<file path="src/hue_pkg.sv">
`default_nettype none
package hue_pkg;

  // Number of protect character slots held in the protect register.
  localparam int PROTECT_SLOTS = 8;
  localparam int SlotCntW = $clog2(PROTECT_SLOTS + 1);

  localparam int CfgIdxW = 2;
  localparam int CfgDataW = 64;
  localparam logic [CfgIdxW-1:0] REG_ENCODE_MODE = 2'd0;
  localparam logic [CfgIdxW-1:0] REG_PROTECT_CHARS = 2'd1;
  localparam logic [CfgIdxW-1:0] REG_PROTECT_COUNT = 2'd2;

  localparam logic MODE_HTML = 1'b0;
  localparam logic MODE_URL = 1'b1;

  localparam logic [3:0] MAX_BACKSLASHES = 4'd15;

  localparam logic [7:0] CH_AMP = 8'h26;
  localparam logic [7:0] CH_QUOT = 8'h22;
  localparam logic [7:0] CH_APOS = 8'h27;
  localparam logic [7:0] CH_LT = 8'h3C;
  localparam logic [7:0] CH_GT = 8'h3E;
  localparam logic [7:0] CH_PLUS = 8'h2B;
  localparam logic [7:0] CH_HASH = 8'h23;
  localparam logic [7:0] CH_PCT = 8'h25;
  localparam logic [7:0] CH_BSL = 8'h5C;
  localparam logic [7:0] CH_SEMI = 8'h3B;

  typedef enum logic [1:0] {
    KIND_RAW,
    KIND_PCT,
    KIND_ENT
  } kind_e;

  typedef enum logic [2:0] {
    ENT_AMP,
    ENT_QUOT,
    ENT_APOS,
    ENT_LT,
    ENT_GT
  } ent_e;

  // Decoded form of one input word: what the emitter walks through.
  typedef struct packed {
    logic [7:0] chr;
    logic [3:0] bs;
    kind_e      kind;
    ent_e       ent;
    logic [4:0] len;
  } desc_t;

  function automatic logic [7:0] hex_digit(input logic [3:0] v);
    logic [7:0] r;
    if (v < 4'd10) begin
      r = 8'h30 + {4'd0, v};
    end else begin
      r = 8'h41 + {4'd0, v} - 8'd10;
    end
    return r;
  endfunction

  function automatic logic [2:0] ent_len(input ent_e e);
    logic [2:0] r;
    case (e)
      ENT_AMP: r = 3'd5;
      ENT_QUOT: r = 3'd6;
      ENT_APOS: r = 3'd6;
      ENT_LT: r = 3'd4;
      ENT_GT: r = 3'd4;
      default: r = 3'd4;
    endcase
    return r;
  endfunction

  // Byte t of the entity text, starting at the leading ampersand.
  function automatic logic [7:0] ent_byte(input ent_e e, input logic [2:0] t);
    logic [7:0] r;
    r = CH_SEMI;
    if (t == 3'd0) begin
      r = CH_AMP;
    end else begin
      case (e)
        ENT_AMP: begin
          case (t)
            3'd1: r = 8'h61;  // a
            3'd2: r = 8'h6D;  // m
            3'd3: r = 8'h70;  // p
            default: r = CH_SEMI;
          endcase
        end
        ENT_QUOT: begin
          case (t)
            3'd1: r = 8'h71;  // q
            3'd2: r = 8'h75;  // u
            3'd3: r = 8'h6F;  // o
            3'd4: r = 8'h74;  // t
            default: r = CH_SEMI;
          endcase
        end
        ENT_APOS: begin
          case (t)
            3'd1: r = CH_HASH;
            3'd2: r = 8'h30;
            3'd3: r = 8'h33;
            3'd4: r = 8'h39;
            default: r = CH_SEMI;
          endcase
        end
        ENT_LT: begin
          case (t)
            3'd1: r = 8'h6C;  // l
            3'd2: r = 8'h74;  // t
            default: r = CH_SEMI;
          endcase
        end
        ENT_GT: begin
          case (t)
            3'd1: r = 8'h67;  // g
            3'd2: r = 8'h74;  // t
            default: r = CH_SEMI;
          endcase
        end
        default: r = CH_SEMI;
      endcase
    end
    return r;
  endfunction

endpackage
`default_nettype wire

</file>
<file path="src/hue_decode.sv">
`default_nettype none
module hue_decode (
  input  wire logic                          encode_mode_i,
  input  wire logic [hue_pkg::CfgDataW-1:0]  protect_chars_i,
  input  wire logic [3:0]                    protect_count_i,
  input  wire logic [7:0]                    char_in_i,
  output hue_pkg::desc_t                     desc_o
);

  logic [3:0]                  slots;
  logic [hue_pkg::SlotCntW-1:0] k;
  logic [4:0]                  bs_wide;
  logic [3:0]                  bs;

  always_comb begin
    if (protect_count_i > 4'(hue_pkg::PROTECT_SLOTS)) begin
      slots = 4'(hue_pkg::PROTECT_SLOTS);
    end else begin
      slots = protect_count_i;
    end
    k = '0;
    for (int i = 0; i < hue_pkg::PROTECT_SLOTS; i++) begin
      if ((4'(i) < slots) && (protect_chars_i[8*i +: 8] == char_in_i)) begin
        k = k + 1'b1;
      end
    end
    if (k == '0) begin
      bs_wide = 5'd0;
    end else begin
      bs_wide = 5'({k, 1'b0}) - 5'd1;
    end
    if (bs_wide > 5'({1'b0, hue_pkg::MAX_BACKSLASHES})) begin
      bs = hue_pkg::MAX_BACKSLASHES;
    end else begin
      bs = bs_wide[3:0];
    end
  end

  always_comb begin
    desc_o.chr = char_in_i;
    desc_o.bs = 4'd0;
    desc_o.kind = hue_pkg::KIND_RAW;
    desc_o.ent = hue_pkg::ENT_AMP;
    desc_o.len = 5'd1;
    if (encode_mode_i == hue_pkg::MODE_HTML) begin
      desc_o.kind = hue_pkg::KIND_ENT;
      case (char_in_i)
        hue_pkg::CH_AMP: desc_o.ent = hue_pkg::ENT_AMP;
        hue_pkg::CH_QUOT: desc_o.ent = hue_pkg::ENT_QUOT;
        hue_pkg::CH_APOS: desc_o.ent = hue_pkg::ENT_APOS;
        hue_pkg::CH_LT: desc_o.ent = hue_pkg::ENT_LT;
        hue_pkg::CH_GT: desc_o.ent = hue_pkg::ENT_GT;
        default: desc_o.kind = hue_pkg::KIND_RAW;
      endcase
      if (desc_o.kind == hue_pkg::KIND_ENT) begin
        desc_o.len = {2'd0, hue_pkg::ent_len(desc_o.ent)};
      end
    end else begin
      desc_o.bs = bs;
      case (char_in_i)
        hue_pkg::CH_AMP, hue_pkg::CH_QUOT, hue_pkg::CH_APOS, hue_pkg::CH_LT,
        hue_pkg::CH_GT, hue_pkg::CH_PLUS, hue_pkg::CH_HASH: begin
          desc_o.kind = hue_pkg::KIND_PCT;
          desc_o.len = {1'b0, bs} + 5'd3;
        end
        default: begin
          desc_o.len = {1'b0, bs} + 5'd1;
        end
      endcase
    end
  end

endmodule
`default_nettype wire

</file>
<file path="src/hue_emit.sv">
`default_nettype none
module hue_emit (
  input  wire logic           clk_i,
  input  wire logic           rst_ni,
  input  wire logic           desc_valid_i,
  input  wire hue_pkg::desc_t desc_i,
  output logic                desc_done_o,
  output logic                out_valid_o,
  input  wire logic           out_stall_i,
  output logic [7:0]          out_byte_o,
  output logic                last_of_run_o
);

  logic [4:0] pos_q, pos_d;
  logic       out_valid_q, out_valid_d;
  logic [7:0] out_byte_q, out_byte_d;
  logic       out_last_q, out_last_d;
  logic       load;
  logic       is_last;
  logic [4:0] tail_pos;

  assign load = desc_valid_i && (!out_valid_q || !out_stall_i);
  assign is_last = (pos_q == desc_i.len - 5'd1);
  assign tail_pos = pos_q - {1'b0, desc_i.bs};
  assign desc_done_o = load && is_last;

  always_comb begin
    out_byte_d = desc_i.chr;
    if (pos_q < {1'b0, desc_i.bs}) begin
      out_byte_d = hue_pkg::CH_BSL;
    end else begin
      case (desc_i.kind)
        hue_pkg::KIND_PCT: begin
          case (tail_pos[1:0])
            2'd0: out_byte_d = hue_pkg::CH_PCT;
            2'd1: out_byte_d = hue_pkg::hex_digit(desc_i.chr[7:4]);
            default: out_byte_d = hue_pkg::hex_digit(desc_i.chr[3:0]);
          endcase
        end
        hue_pkg::KIND_ENT: out_byte_d = hue_pkg::ent_byte(desc_i.ent, tail_pos[2:0]);
        default: out_byte_d = desc_i.chr;
      endcase
    end
  end

  always_comb begin
    pos_d = pos_q;
    out_valid_d = out_valid_q;
    out_last_d = out_last_q;
    if (load) begin
      out_valid_d = 1'b1;
      out_last_d = is_last;
      pos_d = is_last ? 5'd0 : pos_q + 5'd1;
    end else if (!out_stall_i) begin
      out_valid_d = 1'b0;
    end
  end

  always_ff @(posedge clk_i or negedge rst_ni) begin
    if (!rst_ni) begin
      pos_q <= 5'd0;
      out_valid_q <= 1'b0;
    end else begin
      pos_q <= pos_d;
      out_valid_q <= out_valid_d;
    end
  end

  always_ff @(posedge clk_i) begin
    if (load) begin
      out_byte_q <= out_byte_d;
      out_last_q <= out_last_d;
    end
  end

  assign out_valid_o = out_valid_q;
  assign out_byte_o = out_byte_q;
  assign last_of_run_o = out_last_q;

endmodule
`default_nettype wire

</file>
<file path="src/html_url_char_escaper.sv">
// HTML / URL character escaper.
// Input channel: in_valid_i / in_stall_o carry one text byte (char_in_i) per word.
// Output channel: out_valid_o / out_stall_i carry the escaped run one byte per
// word; last_of_run_o marks the final byte of the run for each input byte.
// A run is 1 to 18 bytes long: one byte for plain characters, 4 to 6 for HTML
// entities, and in URL mode up to 15 backslashes followed by 1 or 3 bytes.
// The input word is registered in the decode register and its first output byte
// then in the output byte register. While the receiver does not stall, one
// output byte goes out per cycle and an input byte is taken every cycle while
// runs are one byte long; a run of N bytes holds the input stalled until its
// last byte is loaded into the single output byte register.
// The byte being expanded sits in a decode register; the next input word is
// taken in the same cycle its last output byte is loaded.
// When the receiver stalls, the output word holds and the input stalls once
// the decode register is full. Configuration (cfg_we_i, cfg_idx_i, cfg_data_i)
// is written by the user while the block is idle, which it does not enforce;
// index 0 selects the mode, 1 the protect characters, 2 their count. Reset clears
// all pipeline valids and sets the registers to HTML mode, no protect characters.
`default_nettype none
module html_url_char_escaper (
  input  wire logic                          clk_i,
  input  wire logic                          rst_ni,
  input  wire logic                          cfg_we_i,
  input  wire logic [hue_pkg::CfgIdxW-1:0]   cfg_idx_i,
  input  wire logic [hue_pkg::CfgDataW-1:0]  cfg_data_i,
  input  wire logic                          in_valid_i,
  output logic                               in_stall_o,
  input  wire logic [7:0]                    char_in_i,
  output logic                               out_valid_o,
  input  wire logic                          out_stall_i,
  output logic [7:0]                         out_byte_o,
  output logic                               last_of_run_o
);

  logic                         encode_mode_q;
  logic [hue_pkg::CfgDataW-1:0] protect_chars_q;
  logic [3:0]                   protect_count_q;

  hue_pkg::desc_t desc_d, desc_q;
  logic           desc_valid_q;
  logic           desc_done;
  logic           in_accept;

  always_ff @(posedge clk_i or negedge rst_ni) begin
    if (!rst_ni) begin
      encode_mode_q <= hue_pkg::MODE_HTML;
      protect_chars_q <= '0;
      protect_count_q <= 4'd0;
    end else if (cfg_we_i) begin
      case (cfg_idx_i)
        hue_pkg::REG_ENCODE_MODE: encode_mode_q <= cfg_data_i[0];
        hue_pkg::REG_PROTECT_CHARS: protect_chars_q <= cfg_data_i;
        hue_pkg::REG_PROTECT_COUNT: protect_count_q <= cfg_data_i[3:0];
        default: ;
      endcase
    end
  end

  hue_decode u_decode (
    .encode_mode_i  (encode_mode_q),
    .protect_chars_i(protect_chars_q),
    .protect_count_i(protect_count_q),
    .char_in_i      (char_in_i),
    .desc_o         (desc_d)
  );

  assign in_stall_o = desc_valid_q && !desc_done;
  assign in_accept = in_valid_i && !in_stall_o;

  always_ff @(posedge clk_i or negedge rst_ni) begin
    if (!rst_ni) begin
      desc_valid_q <= 1'b0;
    end else if (in_accept) begin
      desc_valid_q <= 1'b1;
    end else if (desc_done) begin
      desc_valid_q <= 1'b0;
    end
  end

  always_ff @(posedge clk_i) begin
    if (in_accept) begin
      desc_q <= desc_d;
    end
  end

  hue_emit u_emit (
    .clk_i        (clk_i),
    .rst_ni       (rst_ni),
    .desc_valid_i (desc_valid_q),
    .desc_i       (desc_q),
    .desc_done_o  (desc_done),
    .out_valid_o  (out_valid_o),
    .out_stall_i  (out_stall_i),
    .out_byte_o   (out_byte_o),
    .last_of_run_o(last_of_run_o)
  );

endmodule
`default_nettype wire

</file>
<file path="config.mk">
export PLATFORM = sky130hd
export DESIGN_NAME = html_url_char_escaper
export DESIGN_NICKNAME = d
export VERILOG_FILES = /design/src/hue_pkg.sv /design/src/hue_decode.sv /design/src/hue_emit.sv /design/src/html_url_char_escaper.sv
export SDC_FILE = /design/constraint.sdc
export NUM_CORES = 1
export LEC_CHECK = 0
export ABC_AREA = 1
export BUFFER_PORTS_ARGS = -buffer_cell sky130_fd_sc_hd__buf_2
export CAP_MARGIN = 40
export CORE_UTILIZATION = 40
export CTS_CLUSTER_SIZE = 10
export DETAILED_ROUTE_END_ITERATION = 8
export GPL_TIMING_DRIVEN = 1
export SYNTH_ARGS = -nofsm -noshare
export SYNTH_HDL_FRONTEND = slang
export SYNTH_SLANG_ARGS = --single-unit
</file>
<file path="constraint.sdc">
create_clock -name clk_i -period 5.88 [get_ports clk_i]
set_input_delay 0.294 -clock clk_i [delete_from_list [all_inputs] [get_ports clk_i]]
set_output_delay 0.294 -clock clk_i [all_outputs]
set_load 0.03 [all_outputs]
</file>
==> metrics.yaml <==
yosys:
  ys_ff_latch: 107
  netlist_instances: 905
  synth.avg_cell_area_um2: 7.98
  ys_warn_count: 0
  synth_seq_area_share_pct: 39.2
  netlist_area_mm2: 0.00722
  yosys.area.top_type: "dfrtp_1"
  synthTopCellsByArea: "dfrtp_1 26%, edfxtp_1 13%, nand2_1 8.4%"
  netlist.area_leader.share_pct: 26.3
  yosys.cell_types.count: 50
  synth_edf_count: 31
  ys_async_sr_fraction_pct: 71.0
  synth_ff_type: "dfrtp_1"
  synth_nets: 1007
min_path:
  worstHoldPathType: "in2reg"
  holdPathStages: 3
sta:
  worstMarginPinSlew_ns: 0.788
  hold_viol: 0
  period_needed_ns: 5.48
  finalMaxSlewViolations: 0
  setup_viol: 0
  fin_tns_setup_ns: 0
  max-slew-margin-rel_pct: 47.4
  period_share_pct: 93.2
  clock.fmax_ghz: 0.183
  fin_skew_ns: 0.0139
  setup_ws_ns: 0.402
  hold_slack_ns: 0.135
outcome:
  status: "finished, final reports clean"
pwr:
  ir_drop_uv: 287
  pwr_density_cell_mw_per_mm2: 304
  power_mw: 2.55
  leakagePower_nw: 4.07
finish:
  drive_above_1_share_pct: 23.8
  syn2layout_area_growth_pct: 16.0
  nFillCells: 1700
  fin_util_pct: 47.9
  nets: 1104
  antenna_cells: 0
  final_cell_mix: "158 x nand2_1, 127 x inv_1, 111 x nor2_1"
  layout_commonest_cell: "nand2_1"
clocking:
  clk_path_buf_depth: 2
  htreeDepth: 3
  path_clk_slew_ns: 0.08
  insertion_delay_ns: 0.37
  cts_tree: "yes"
  cts.sinks: 107
  cts_inserted_buffers: 9
  cts_root_buf: "clkbuf_16"
place:
  port-buffer-count: 89
  dp_slack_ns: -0.0454
  place.gp.congestion: 0.934
  hpwlAfterDp_um: 13900
global_route:
  antenna_found_initial: 0
  grt_usage_pct: 20.7
  grt_pass1_vias: 5978
  grt_overflow: 0
  grt_max_degree: 63
  grt_pass1_wl_um: 29600
die:
  die-area_mm2: 0.0186
  dieHeight_um: 136
  initial_core_util_pct: 41.3
  io_pins: 90
  die_w_um: 136
  rows: 48
  fp.coreArea_mm2: 0.0175
detailed_routing:
  wl_per_cell_um: 14.5
  avgViaCountPerCell: 5.08
  drt_iter0_drc: 352
  vias: 6259
  drtPass1Iterations: 5
  drt_drc_violations_left: 0
  wirelength_um: 17900
  ant_nets: 0
worst_setup_path:
  cp_max_fo: 3
  path_common_cell: "nand2_1"
  critPathKind: "reg2reg"
  rr_worst_depth: 35
  endpoint_kind: "register"
  startpoint_type: "register"
  cpMaxStageDelayCell: "dfrtp_1"
  cp.required_ns: 6.01
  slowest_delay_ns: 0.41
  arrival_ns: 5.61
run:
  cap_violations: 0
-- logic make-up after synthesis --
family | count (synthesis) | synth area share, %
flops | 107 | 39.2
xor+xnor | 38 | 4.87
simple gates | 427 | 27.8
fa+ha+maj | 23 | 4.19
compound gates | 112 | 8.72
buf+inv | 161 | 9.36
mux | 37 | 5.77
-- cells in the mapped netlist (all sizes together) (2+ instances only) --
master,n
o22ai,3
o21ai,46
nor4b,3
xnor2,14
nand4,13
fa,2
inv,140
nor4,14
or2,8
dfrtp,76
o41ai,2
nand2,189
edfxtp,31
mux2,37
a21oi,41
nor2,123
nand3b,4
ha,21
and3,2
nand3,51
nor3,17
xor2,24
clkbuf,9
o211ai,6
o2111ai,2
buf,11
a211oi,2
a31oi,4
-- through the flow --
stage	cell area, um2	instances
2_1_floorplan	7220	905
3_3_place_gp	7880	1208
3_5_place_dp	7930	1210
4_1_cts	8270	1227
5_1_grt	8370	1232
6_report	8370	1232
-- critical path, delay by kind of cell (launching register included) --
kind | cells | cell delay [ns]
AND/OR/NAND/NOR | 23 | 2.74
AO/OA/AOI/OAI | 2 | 0.28
buffers and inverters | 4 | 0.24
adder cells (fa/ha/maj) | 5 | 1.41
flip-flops | 1 | 0.41
XOR/XNOR | 1 | 0.15
-- area by class of cell --
| cell class | instances | area, um2 | share of cell area, % |
|---|---|---|---|
| tap | 225 | 282 | 3.36 |
| sequential | 107 | 2830 | 33.8 |
| clock inverter | 7 | 105 | 1.26 |
| inverter | 141 | 529 | 6.32 |
| multi-input combinational | 637 | 3790 | 45.3 |
| timing repair buffer | 106 | 606 | 7.23 |
| clock buffer | 9 | 225 | 2.69 |
-- routing by layer --
layer	vias to the layer above	global-route usage (%)	share of wire, %
li1	3155	-	-
met1	2899	27.3	46
met2	183	34.8	48
met3	22	3.36	4.0
met4	0	5.93	1.7
met5	-	0	0
-- registers in the layout, summed over array words and instances, names as in the netlist --
name,flops
u_emit.out_byte_o,8
protect_chars_q,64
u_emit.last_of_run_o,1
u_emit.pos_q,5
desc_valid_q,1
desc_q,22
protect_count_q,4
encode_mode_q,1
u_emit.out_valid_o,1
-- power by group --
part / internal, mW / switching [mW]
Combinational: 0.323 / 0.528
Clock: 0.345 / 0.318
Sequential: 0.920 / 0.112
Total: 1.59 / 0.959
-- what timing repair did --
action,4_1_cts,5_1_grt
endpoints found under the hold margin,15,0
resized for setup,0,17
buffers inserted,0,5
hold buffers,1,0
setup endpoints to repair,0,4
-- path summary, 6_finish.rpt --
| kind | from | slack [ns] | endpoint |
|---|---|---|---|
| max in group asynchronous | rst_ni | 4.50 | protect_chars_q[61]$_DFFE_PN0P_ |
| setup / recovery | protect_chars_q[3]$_DFFE_PN0P_ | 0.40 | desc_q[3]$_SDFFCE_PN0P_ |
| hold / removal | in_valid_i | 0.14 | desc_valid_q$_DFFE_PN0P_ |
| setup reg to reg | protect_chars_q[3]$_DFFE_PN0P_ | 0.40 | desc_q[3]$_SDFFCE_PN0P_ |
| min in group asynchronous | rst_ni | 0.33 | protect_chars_q[27]$_DFFE_PN0P_ |
| hold reg to reg | protect_chars_q[0]$_DFFE_PN0P_ | 0.51 | protect_chars_q[0]$_DFFE_PN0P_ |
Power figures use the tool's default switching activity.
